==> config.mk <==
export PLATFORM = sky130hd
export DESIGN_NAME = ordered_unique_list_top
export DESIGN_NICKNAME = d
export VERILOG_FILES = /design/src/sv/oul_pkg.sv /design/src/sv/oul_dp.sv /design/src/sv/oul_ctrl.sv /design/src/sv/ordered_unique_list_top.sv
export SDC_FILE = /design/constraint.sdc
export NUM_CORES = 1
export LEC_CHECK = 0
export BUFFER_PORTS_ARGS = -buffer_cell sky130_fd_sc_hd__buf_2
export CORE_ASPECT_RATIO = 0.6
export CORE_MARGIN = 2
export CORE_UTILIZATION = 50
export CTS_CLUSTER_SIZE = 40
export DETAILED_ROUTE_END_ITERATION = 10
export MAX_ROUTING_LAYER = met4
export PLACE_DENSITY = 0.68
export SYNTH_ARGS = -nofsm -noshare
export SYNTH_HDL_FRONTEND = slang
export SYNTH_SLANG_ARGS = --single-unit
export TNS_END_PERCENT = 30
==> constraint.sdc <==
create_clock -name clk -period 3.5 [get_ports clk]
set_input_delay 0.525 -clock clk [delete_from_list [all_inputs] [get_ports clk]]
set_output_delay 0.525 -clock clk [all_outputs]
set_load 0.05 [all_outputs]
==> src/sv/oul_pkg.sv <==
`default_nettype none

package oul_pkg;

  localparam logic [1:0] OP_INSERT  = 2'd0;
  localparam logic [1:0] OP_REMOVE  = 2'd1;
  localparam logic [1:0] OP_REM_POS = 2'd2;
  localparam logic [1:0] OP_NONE    = 2'd3;

  localparam logic [2:0] ST_OK       = 3'd0;
  localparam logic [2:0] ST_DUP      = 3'd1;
  localparam logic [2:0] ST_NOTFOUND = 3'd2;
  localparam logic [2:0] ST_BADPOS   = 3'd3;
  localparam logic [2:0] ST_FULL     = 3'd4;

  typedef struct packed {
    logic [1:0]  command;
    logic [31:0] key;
    logic [3:0]  position;
  } req_t;

  typedef struct packed {
    logic [2:0] status;
    logic [4:0] count;
  } rsp_t;

  // Commands from the controller to the datapath.
  typedef struct packed {
    logic start;     // latch the request and rewind the scan
    logic step;      // read the next entry and compare or move the previous one
    logic wr;        // with step: write the previous read one place lower
    logic seek;      // restart the read pointer just past the entry to delete
    logic seek_pos;  // with seek: take the request position, else the hit index
    logic append;    // write the key at the end and count up
    logic dec;       // count down after a delete
  } dp_cmd_t;

  // Status from the datapath to the controller.
  typedef struct packed {
    logic [1:0] command;
    logic       hit;
    logic       done;
    logic       full;
    logic       pos_ok;
    logic [4:0] count;
  } dp_sts_t;

endpackage

`default_nettype wire

==> src/sv/oul_dp.sv <==
`default_nettype none

module oul_dp #(
  parameter int CAPACITY = 16,
  parameter int KEY_BITS = 32
) (
  input  wire logic            clk,
  input  wire logic            rst,
  input  wire oul_pkg::req_t   req,
  input  wire oul_pkg::dp_cmd_t cmd,
  output oul_pkg::dp_sts_t     sts
);
  import oul_pkg::*;

  localparam int IDX_W = $clog2(CAPACITY);
  localparam int CNT_W = $clog2(CAPACITY + 1);
  localparam int CMP_W = (CNT_W > 4) ? CNT_W : 4;
  localparam logic [CNT_W-1:0] CAP_CNT = CNT_W'(CAPACITY);

  logic [KEY_BITS-1:0] mem [CAPACITY];

  logic [1:0]          command;
  logic [KEY_BITS-1:0] key;
  logic [3:0]          position;
  logic [CNT_W-1:0]    count;
  logic [CNT_W-1:0]    idx;
  logic [CNT_W-1:0]    rd_idx;
  logic                rd_valid;
  logic [KEY_BITS-1:0] rdata;

  logic                idx_lt;
  logic                wr_en;
  logic [IDX_W-1:0]    waddr;
  logic [KEY_BITS-1:0] wdata;
  logic [CNT_W-1:0]    seek_base;
  logic [CNT_W-1:0]    rd_idx_m1;

  assign idx_lt    = idx < count;
  assign rd_idx_m1 = rd_idx - CNT_W'(1);
  assign seek_base = cmd.seek_pos ? CNT_W'(position) : rd_idx;

  assign wr_en = cmd.append | (cmd.step & cmd.wr & rd_valid);
  assign waddr = cmd.append ? count[IDX_W-1:0] : rd_idx_m1[IDX_W-1:0];
  assign wdata = cmd.append ? key : rdata;

  always_ff @(posedge clk) begin
    if (cmd.start) begin
      command  <= req.command;
      key      <= KEY_BITS'(req.key);
      position <= req.position;
    end
    if (cmd.step && idx_lt) begin
      rdata  <= mem[idx[IDX_W-1:0]];
      rd_idx <= idx;
    end
    if (wr_en) begin
      mem[waddr] <= wdata;
    end
  end

  always_ff @(posedge clk) begin
    if (rst) begin
      count    <= '0;
      idx      <= '0;
      rd_valid <= 1'b0;
    end else begin
      if (cmd.start) begin
        idx      <= '0;
        rd_valid <= 1'b0;
      end else if (cmd.seek) begin
        idx      <= seek_base + CNT_W'(1);
        rd_valid <= 1'b0;
      end else if (cmd.step) begin
        rd_valid <= idx_lt;
        if (idx_lt) begin
          idx <= idx + CNT_W'(1);
        end
      end
      if (cmd.append) begin
        count <= count + CNT_W'(1);
      end else if (cmd.dec) begin
        count <= count - CNT_W'(1);
      end
    end
  end

  always_comb begin
    sts.command = command;
    sts.hit     = rd_valid && (rdata == key);
    // The scan or shift is over once no read is pending and none is left to issue.
    sts.done    = !rd_valid && !idx_lt;
    sts.full    = count >= CAP_CNT;
    sts.pos_ok  = CMP_W'(position) < CMP_W'(count);
    sts.count   = 5'(count);
  end

endmodule

`default_nettype wire

==> src/sv/oul_ctrl.sv <==
`default_nettype none

module oul_ctrl (
  input  wire logic             clk,
  input  wire logic             rst,
  input  wire logic             req_valid,
  output logic                  req_stall,
  output logic                  rsp_valid,
  input  wire logic             rsp_stall,
  output oul_pkg::rsp_t         rsp,
  input  wire oul_pkg::dp_sts_t sts,
  output oul_pkg::dp_cmd_t      cmd
);
  import oul_pkg::*;

  typedef enum logic [1:0] {
    S_IDLE,
    S_SCAN,
    S_SHIFT,
    S_FINISH
  } state_t;

  state_t     state;
  logic [2:0] status;

  assign req_stall = (state != S_IDLE);

  always_comb begin
    cmd = '0;
    case (state)
      S_IDLE: begin
        cmd.start = req_valid;
      end
      S_SCAN: begin
        case (sts.command)
          OP_INSERT: begin
            if (!sts.hit) begin
              if (sts.done) begin
                cmd.append = !sts.full;
              end else begin
                cmd.step = 1'b1;
              end
            end
          end
          OP_REMOVE: begin
            if (sts.hit) begin
              cmd.seek = 1'b1;
            end else if (!sts.done) begin
              cmd.step = 1'b1;
            end
          end
          OP_REM_POS: begin
            cmd.seek     = sts.pos_ok;
            cmd.seek_pos = 1'b1;
          end
          default: begin
          end
        endcase
      end
      S_SHIFT: begin
        if (sts.done) begin
          cmd.dec = 1'b1;
        end else begin
          cmd.step = 1'b1;
          cmd.wr   = 1'b1;
        end
      end
      default: begin
      end
    endcase
  end

  always_ff @(posedge clk) begin
    if (rst) begin
      state     <= S_IDLE;
      status    <= ST_OK;
      rsp_valid <= 1'b0;
    end else begin
      // In the final state the response register is handled below.
      if (rsp_valid && !rsp_stall && state != S_FINISH) begin
        rsp_valid <= 1'b0;
      end
      case (state)
        S_IDLE: begin
          if (req_valid) begin
            state <= S_SCAN;
          end
        end
        S_SCAN: begin
          case (sts.command)
            OP_INSERT: begin
              if (sts.hit) begin
                status <= ST_DUP;
                state  <= S_FINISH;
              end else if (sts.done) begin
                status <= sts.full ? ST_FULL : ST_OK;
                state  <= S_FINISH;
              end
            end
            OP_REMOVE: begin
              if (sts.hit) begin
                state <= S_SHIFT;
              end else if (sts.done) begin
                status <= ST_NOTFOUND;
                state  <= S_FINISH;
              end
            end
            OP_REM_POS: begin
              if (sts.pos_ok) begin
                state <= S_SHIFT;
              end else begin
                status <= ST_BADPOS;
                state  <= S_FINISH;
              end
            end
            default: begin
              status <= ST_OK;
              state  <= S_FINISH;
            end
          endcase
        end
        S_SHIFT: begin
          if (sts.done) begin
            status <= ST_OK;
            state  <= S_FINISH;
          end
        end
        S_FINISH: begin
          // The count has settled by now, so the beat carries the updated value.
          if (!rsp_valid || !rsp_stall) begin
            rsp_valid  <= 1'b1;
            rsp.status <= status;
            rsp.count  <= sts.count;
            state      <= S_IDLE;
          end
        end
        default: begin
          state <= S_IDLE;
        end
      endcase
    end
  end

endmodule

`default_nettype wire

==> src/sv/ordered_unique_list_top.sv <==
`default_nettype none

// Ordered list of distinct keys with a live count, held in a single-port-write,
// registered-read memory of CAPACITY entries. One request is worked at a time and
// each gives exactly one response beat. A request walks the memory one entry per
// cycle. A remove by value stops its scan at the match and the shift carries on
// from there, so both together visit each entry once. The key scan and the shift
// share the single read port. A response waiting in the output register does not
// block acceptance of the next request; that request holds in its last state until
// the register frees. Keys are taken modulo 2^KEY_BITS; an insert of a new key into
// a full list answers with the full status.
module ordered_unique_list_top #(
  parameter int CAPACITY = 16,
  parameter int KEY_BITS = 32
) (
  input  wire logic           clk,
  input  wire logic           rst,
  input  wire logic           req_valid,
  output logic                req_stall,
  input  wire oul_pkg::req_t  req,
  output logic                rsp_valid,
  input  wire logic           rsp_stall,
  output oul_pkg::rsp_t       rsp
);
  import oul_pkg::*;

  dp_cmd_t cmd;
  dp_sts_t sts;

  oul_ctrl u_ctrl (
    .clk       (clk),
    .rst       (rst),
    .req_valid (req_valid),
    .req_stall (req_stall),
    .rsp_valid (rsp_valid),
    .rsp_stall (rsp_stall),
    .rsp       (rsp),
    .sts       (sts),
    .cmd       (cmd)
  );

  oul_dp #(
    .CAPACITY (CAPACITY),
    .KEY_BITS (KEY_BITS)
  ) u_dp (
    .clk (clk),
    .rst (rst),
    .req (req),
    .cmd (cmd),
    .sts (sts)
  );

endmodule

`default_nettype wire

Yosys cells after proc, flatten, opt, wreduce, memory -nomap -nowiden

Memories as Yosys holds them, arrays and structs flattened. A register that Yosys moved wholly into a read port is not among the register bits.
Cells that the tools add are included.

Bits in registers: 68
Memory bits (writable): 512
Bits of input ports: 42
Output and inout port bits: 10
Logic and storage cells: 110
Memories kept: 1

Memory list:

| memory   | depth | bits a word | read ports | clocked after Yosys merged registers in | write ports | line         | text |
|---|---|---|---|---|---|---|---|
| u_dp.mem | 16    | 32          | 1          | 1                                       | 1           | oul_dp.sv:20 | `logic [KEY_BITS-1:0] mem [CAPACITY];` |

$add $sub $neg: 5
Order comparisons: 3
Equal/unequal tests: 14
Muxes and demuxes: 46
Bitwise logic cells: 4
Reductions and logical operators: 25

Operators with widths:

| cell                | count |
|---|---|
| $eq 32x32->1        | 1 |
| $mux 32             | 1 |
| $mux 5              | 6 |
| $mux 3              | 8 |
| $mux 1              | 18 |
| $add 5x1->5 const B | 3 |
| $mux 2              | 6 |
| $reduce_bool 2->1   | 5 |
| $pmux 3 s3          | 1 |
| $pmux 2 s4          | 1 |
| $eq 2x2->1 const B  | 3 |
| $ne 3x3->1 const B  | 2 |
| $pmux 2 s3          | 1 |
| $pmux 3 s2          | 1 |
| $reduce_and 6->1    | 1 |
| $ge 5x5->1 const B  | 1 |
| $logic_and 1x1->1   | 5 |
| $logic_not 1->1     | 5 |
| $lt 4x5->1          | 1 |
| $lt 5x5->1          | 1 |
| $sub 5x1->5 const B | 1 |
| $eq 2x1->1 const B  | 2 |
| $logic_not 2->1     | 2 |
| $mux 4              | 1 |
| other kinds (14)    | 20 |

Logic depth before layout (Yosys ltp)

Word-level depth: 12
Depth in mapped cells: 16
Mapped depth without buffers: 14

Hierarchy

From an unflattened synthesis, not the netlist that was laid out.

Cells, all modules: 1095
Area, all modules: 24106.9 sq um

By module, submodules not included:

| module   | instances | cells each | area an instance (sq um) | seq. area each (sq um) |
|---|---|---|---|---|
| oul_dp   | 1         | 1012       | 23266.1                  | 17847.1 |
| oul_ctrl | 1         | 83         | 840.8                    | 360.3 |

Worst setup path after synthesis

No wires, ideal clock.

Path type: flip-flop to flip-flop
Start point: register u_dp.count[2]
End point: memory u_dp.mem[10][0] (enable)
Library setup time: 421 ps
Arrival time: 3269 ps
Data required time: 3079 ps
Setup slack: -190 ps
Stages on the path, launching flop included: 12
Buffers on the path: 2
Clock period less this slack: 3690 ps
Cell sequence: dfxtp_1 inv_1 ha_1 a21o_1 a31oi_1 o21ai_0 and3_1 buf_2 inv_2 buf_2 a31oi_1 nor2_1

Cells in the longest elaborated chain, start to end: 12
Elaborated cells between the ends (all ways): 21
Classes of those cells: order compare (2); mux (13); bitwise (3); reduce/logical (3)

RTL lines:

| element                      | line                           | text |
|---|---|---|
| start: declaration           | oul_dp.sv:25                   | `logic [CNT_W-1:0] count;` |
| start signal: assignment     | oul_dp.sv:80                   | `count <= count + CNT_W'(1);` |
| start signal: assignment     | oul_dp.sv:82                   | `count <= count - CNT_W'(1);` |
| $lt 5x5->1                   | oul_dp.sv:38                   | `assign idx_lt = idx < count;` |
| $logic_not 1->1              | oul_dp.sv:91                   | `sts.done = !rd_valid && !idx_lt;` |
| $logic_and 1x1->1            | oul_dp.sv:91                   |  |
| $mux 1                       | oul_ctrl.sv:38, oul_ctrl.sv:48 |  |
| $mux 1                       | oul_ctrl.sv:46                 | `if (sts.hit) begin` |
| $mux 1                       | -                              |  |
| $pmux 1 s2                   | oul_ctrl.sv:30                 | `case (state)` |
| $and 1x1->1 (2 in series)    | oul_dp.sv:42                   | `assign wr_en = cmd.append \| (cmd.step & cmd.wr & rd_valid);` |
| $or 1x1->1                   | oul_dp.sv:42                   |  |
| $mux 1                       | oul_dp.sv:56                   | `if (wr_en) begin` |
| $mux 1 (implied by the code) | oul_dp.sv:57                   | `mem[waddr] <= wdata;` |
| end: declaration             | oul_dp.sv:20                   |  |

Several ways; a longest one is shown, not always the timed one.

Worst setup path after layout

Start point: register u_dp.key[7]
End point: register u_dp.idx[4]

Cells in the longest elaborated chain, start to end: 7
Elaborated cells between the ends (all ways): 12
Classes of those cells: eq/ne (1); mux (7); reduce/logical (4)

RTL lines:

| element                              | line           | text |
|---|---|---|
| start: declaration                   | oul_dp.sv:23   | `logic [KEY_BITS-1:0] key;` |
| start signal: assignment             | oul_dp.sv:49   | `key <= KEY_BITS'(req.key);` |
| $eq 32x32->1 (*)                     | oul_dp.sv:89   | `sts.hit = rd_valid && (rdata == key);` |
| $logic_and 1x1->1 (*)                | oul_dp.sv:89   |  |
| $mux 1                               | oul_ctrl.sv:46 |  |
| $pmux 1 s2 or $mux 1 (tied branches) | -              |  |
| $mux 3 or $pmux 1 s2 (tied branches) | oul_ctrl.sv:30 |  |
| $reduce_bool 2->1 (no source line)   | -              |  |
| $reduce_and 2->1 (no source line)    | -              |  |
| end signal: assignment               | oul_dp.sv:71   | `idx <= seek_base + CNT_W'(1);` |
| end signal: assignment               | oul_dp.sv:76   | `idx <= idx + CNT_W'(1);` |
| end: declaration                     | oul_dp.sv:26   | `logic [CNT_W-1:0] idx;` |

Every way passes the cells marked *; elsewhere a longest branch is shown, timed or not.
A chain may end at the register's enable or synchronous reset.

==> run summary <==
The number of pins exceeding their max-slew limit in the final report is 0. The count of mapped cells out of synthesis is 1168. The via count of the first global-routing pass came to approximately 12000. The mean cell area of the mapped netlist came out at just over 20 um^2. The proportion of synthesized flip-flops having asynchronous set or reset came out at 0%. The remaining antenna violation count is 0. The final routed wire length divided by cell count came out at approximately 28 um. The clock tree synthesis step divided the H-tree into 2 levels. The type of origin of the critical path is a flip-flop. The worst voltage drop across the vdd grid came out at 0.0003611 V. The kind of critical path is reg -> reg. Headroom to the max-slew limit came out at 32.91%. The overflow left after global routing is 0. The required arrival time at the worst endpoint came out at around 3900 ps.

The power per cell area came out at about 640 nW/um^2. At the end of routability-driven placement, the weighted congestion stood at between 0.8 and 0.9. The flip-flop and latch count after synthesis came out at just over 600. The transition time of the tightest slew-check pin is 1002 ps. The detailed-router iteration count before antenna repair came out at 5. Dividing the detail-routed via count by the number of cells gives roughly 6.

Yosys printed 0 warnings. The time the final worst path needs with I/O delays and setup came out at 3211 ps. Entering global routing, the biggest net connects 133 pins.

TritonCTS built the clock tree. The total of max-cap violations is 0. The latest clock arrival within the worst-skew pair came out at about 590 ps. The element type at the critical path end is a flip-flop.

The worst path arrival time came out at around 3700 ps. The count of endpoints failing hold in the final timing report came out at 0. The final worst clock skew came out at 29.50 ps.

Global routing used a little under a quarter of the available tracks. After clock tree synthesis, the clock-pin slew on the worst setup and hold paths is ~70 ps. Timing analysis after detailed placement gives a worst setup slack of 332.7 ps.

The number of buffers on the longest clock path came out at 3. The worst hold path class is in -> reg. The starting density of the core is 50.49%.

The final layout contains routed wiring with a total length of 53820 um. Pin placement for this block handled 52 I/O pins. Compared with the post-synthesis result, the final layout area differs by 14.12%. The final critical-path share of the clock period is roughly nine tenths.

After detailed routing, the number of remaining DRC violations is 0. The horizontal extent of the die is around 290 um. The global-route wire length before repair came out at around 79000 um. The number of antenna violations at the first check in global routing came out at 1. The core area is between 40000 and 50000 um^2. In this run the tool buffered the top-level ports with slightly above 50 buffer cells.

The count of hold buffers inserted by post-cts repair came out at 0. The flow ran to the end, and the final reports show no timing, DRC or antenna violations. Along the worst path, the maximum fanout reaches 11.

The library cell used most frequently in the layout, excluding fill and tap cells, is sky130_fd_sc_hd__edfxtp_1. The number of distinct standard cells referenced by the synthesized netlist came out at 44. The portion of the post-synthesis area used by sequential elements came out at approximately three quarters. The overall power of the completed layout is between 0.015 and 0.02 W. The final setup violation count came out at 0. The die height came out at about 170 um.

The detailed router finished its first iteration with about 1400 violations. The maximum clock frequency came out at 311.5 MHz. The standby leakage power came out at around 8.7 nW. 0 antenna diodes ended up in the layout. The number of sinks on the clock net came out at ~600. Setup repair after global routing left no endpoint under its margin. Yosys mapped a number of flops with a built-in enable equal to approximately 600. The root buffer cell is sky130_fd_sc_hd__clkbuf_16.

The worst register-to-register path has a setup slack of 290 ps. The least setup slack across all paths after layout is 289.4 ps. The share of post-route cells with drive strength above 1 came out at 28.39%. The total CTS buffers is 54. The detailed router placed ~12000 vias in this run. The net count after synthesis is ~1200. The die area came out at roughly 50000 um^2.

In the layout the commonest cells are sky130_fd_sc_hd__edfxtp_1 (595), sky130_fd_sc_hd__mux4_2 (160), sky130_fd_sc_hd__nand2_1 (114), sky130_fd_sc_hd__clkbuf_16 (54), sky130_fd_sc_hd__buf_2 (51). The standard-cell row count is 62. Among all flip-flop cells after synthesis, the most frequent one is sky130_fd_sc_hd__edfxtp_1. In this run the cell area of the synthesized design comes to approximately 24000 um^2. The sum of net half-perimeters after detailed placement came out at about 30000 um. The net count reported at finish is about 1300.
worst paths after layout:
path,start,endpoint,cells past startpoint
worst max register to register,u_dp.key[7],u_dp.idx[4],14
worst min register to register,u_ctrl.status[2],u_ctrl.rsp[7],0
worst max-delay path,u_dp.key[7],u_dp.idx[4],14
worst min-delay path,req[37],u_dp.command[1],1
sequential cells by signal, summed over array words and instances (netlist names):
signal and cells:
u_ctrl.status 3, u_dp.mem 512, u_dp.rd_idx 5, u_ctrl.rsp_valid 1, u_dp.idx 5, u_dp.rd_valid 1
u_dp.rdata 32, u_dp.position 4, u_ctrl.rsp 8, u_dp.key 32, u_ctrl.state 2, u_dp.command 2
u_dp.count 5
synth_stat cells, types with 8 or more instances:
library cell,n,share of area (%)
sky130_fd_sc_hd__xnor2_1,9,0.33
sky130_fd_sc_hd__clkbuf_1,29,0.45
sky130_fd_sc_hd__inv_1,18,0.28
sky130_fd_sc_hd__edfxtp_1,595,74
sky130_fd_sc_hd__dfxtp_1,17,1.4
sky130_fd_sc_hd__buf_2,14,0.29
sky130_fd_sc_hd__nor4_1,9,0.23
sky130_fd_sc_hd__mux2i_1,10,0.42
sky130_fd_sc_hd__nor2_1,39,0.61
sky130_fd_sc_hd__nand2_1,114,1.8
sky130_fd_sc_hd__ha_1,23,1.2
sky130_fd_sc_hd__o21ai_0,11,0.23
sky130_fd_sc_hd__xor2_1,35,1.3
sky130_fd_sc_hd__mux4_2,160,15
sky130_fd_sc_hd__a21o_1,8,0.25
report_power, final:
part | leakage, nW | total [W] | switching, W | internal (W)
combinational | 2.34 | 0.00260 | 0.00170 | 0.000905
sequential | 5.51 | 0.00902 | 0.000189 | 0.00883
clock | 0.877 | 0.00611 | 0.00260 | 0.00350
total | 8.73 | 0.0177 | 0.00449 | 0.0132
worst max-delay path: stages (launching register included):
cell and delay, ps:
sky130_fd_sc_hd__edfxtp_1 410, sky130_fd_sc_hd__xor2_1 190, sky130_fd_sc_hd__nor4_1 340, sky130_fd_sc_hd__buf_4 180, sky130_fd_sc_hd__nand4_1 80, sky130_fd_sc_hd__buf_4 190
sky130_fd_sc_hd__nor4_1 460, sky130_fd_sc_hd__a21oi_2 180, sky130_fd_sc_hd__nor2_1 200, sky130_fd_sc_hd__a21o_1 120, sky130_fd_sc_hd__ha_1 190, sky130_fd_sc_hd__and3_1 160
sky130_fd_sc_hd__o2111ai_1 130, sky130_fd_sc_hd__xor2_1 170, sky130_fd_sc_hd__a21oi_1 80
layout make-up:
class / instances / area, um^2
Inverter: 20 / 75.07
Fill cell: 3466 / 20220
Timing Repair Buffer: 97 / 838.3
Sequential cell: 612 / 18220
Clock inverter: 39 / 450.4
Clock buffer: 59 / 1370
Tap cell: 640 / 800.8
Multi-Input combinational cell: 487 / 5738
metal layers:
layer	global-route usage (%)	vias up	share of wire (%)
li1	-	4963	-
met1	34.66	6242	44
met2	32.24	500	45
met3	4.619	64	8.5
met4	3.885	0	1.5
met5	-	-	0
stage by stage:
step	TNS [ps]	cells	hold slack, ps	util [%]	area [um^2]
floorplan	-94650	1168	406.4	-	24090
global placement	0	1856	420.0	53.80	25670
detailed placement	0	1856	421.9	53.80	25670
CTS	0	1954	99.72	57.61	27490
global route	0	1954	106.8	57.62	27490
finish	0	1954	129.6	57.62	27490
repair_timing:
action	in CTS	in global routing
buffers inserted	0	0
endpoints found under the hold margin	0	0
endpoints found under the setup margin	0	1
resized for setup	0	1
logic make-up after synthesis:
family                     count (synthesis)  synth area share (%)
buffers and inverters                     69                 1.148
adders and majority gates                 24                 1.278
muxes                                    171                 15.42
and+or+nand+nor                          199                 3.594
DFF                                      612                 75.58
xor gates and xnor gates                  44                 1.600
AOI/OAI and AO/OA                         49                 1.377
Note: power is estimated with default switching activity, not from simulation.
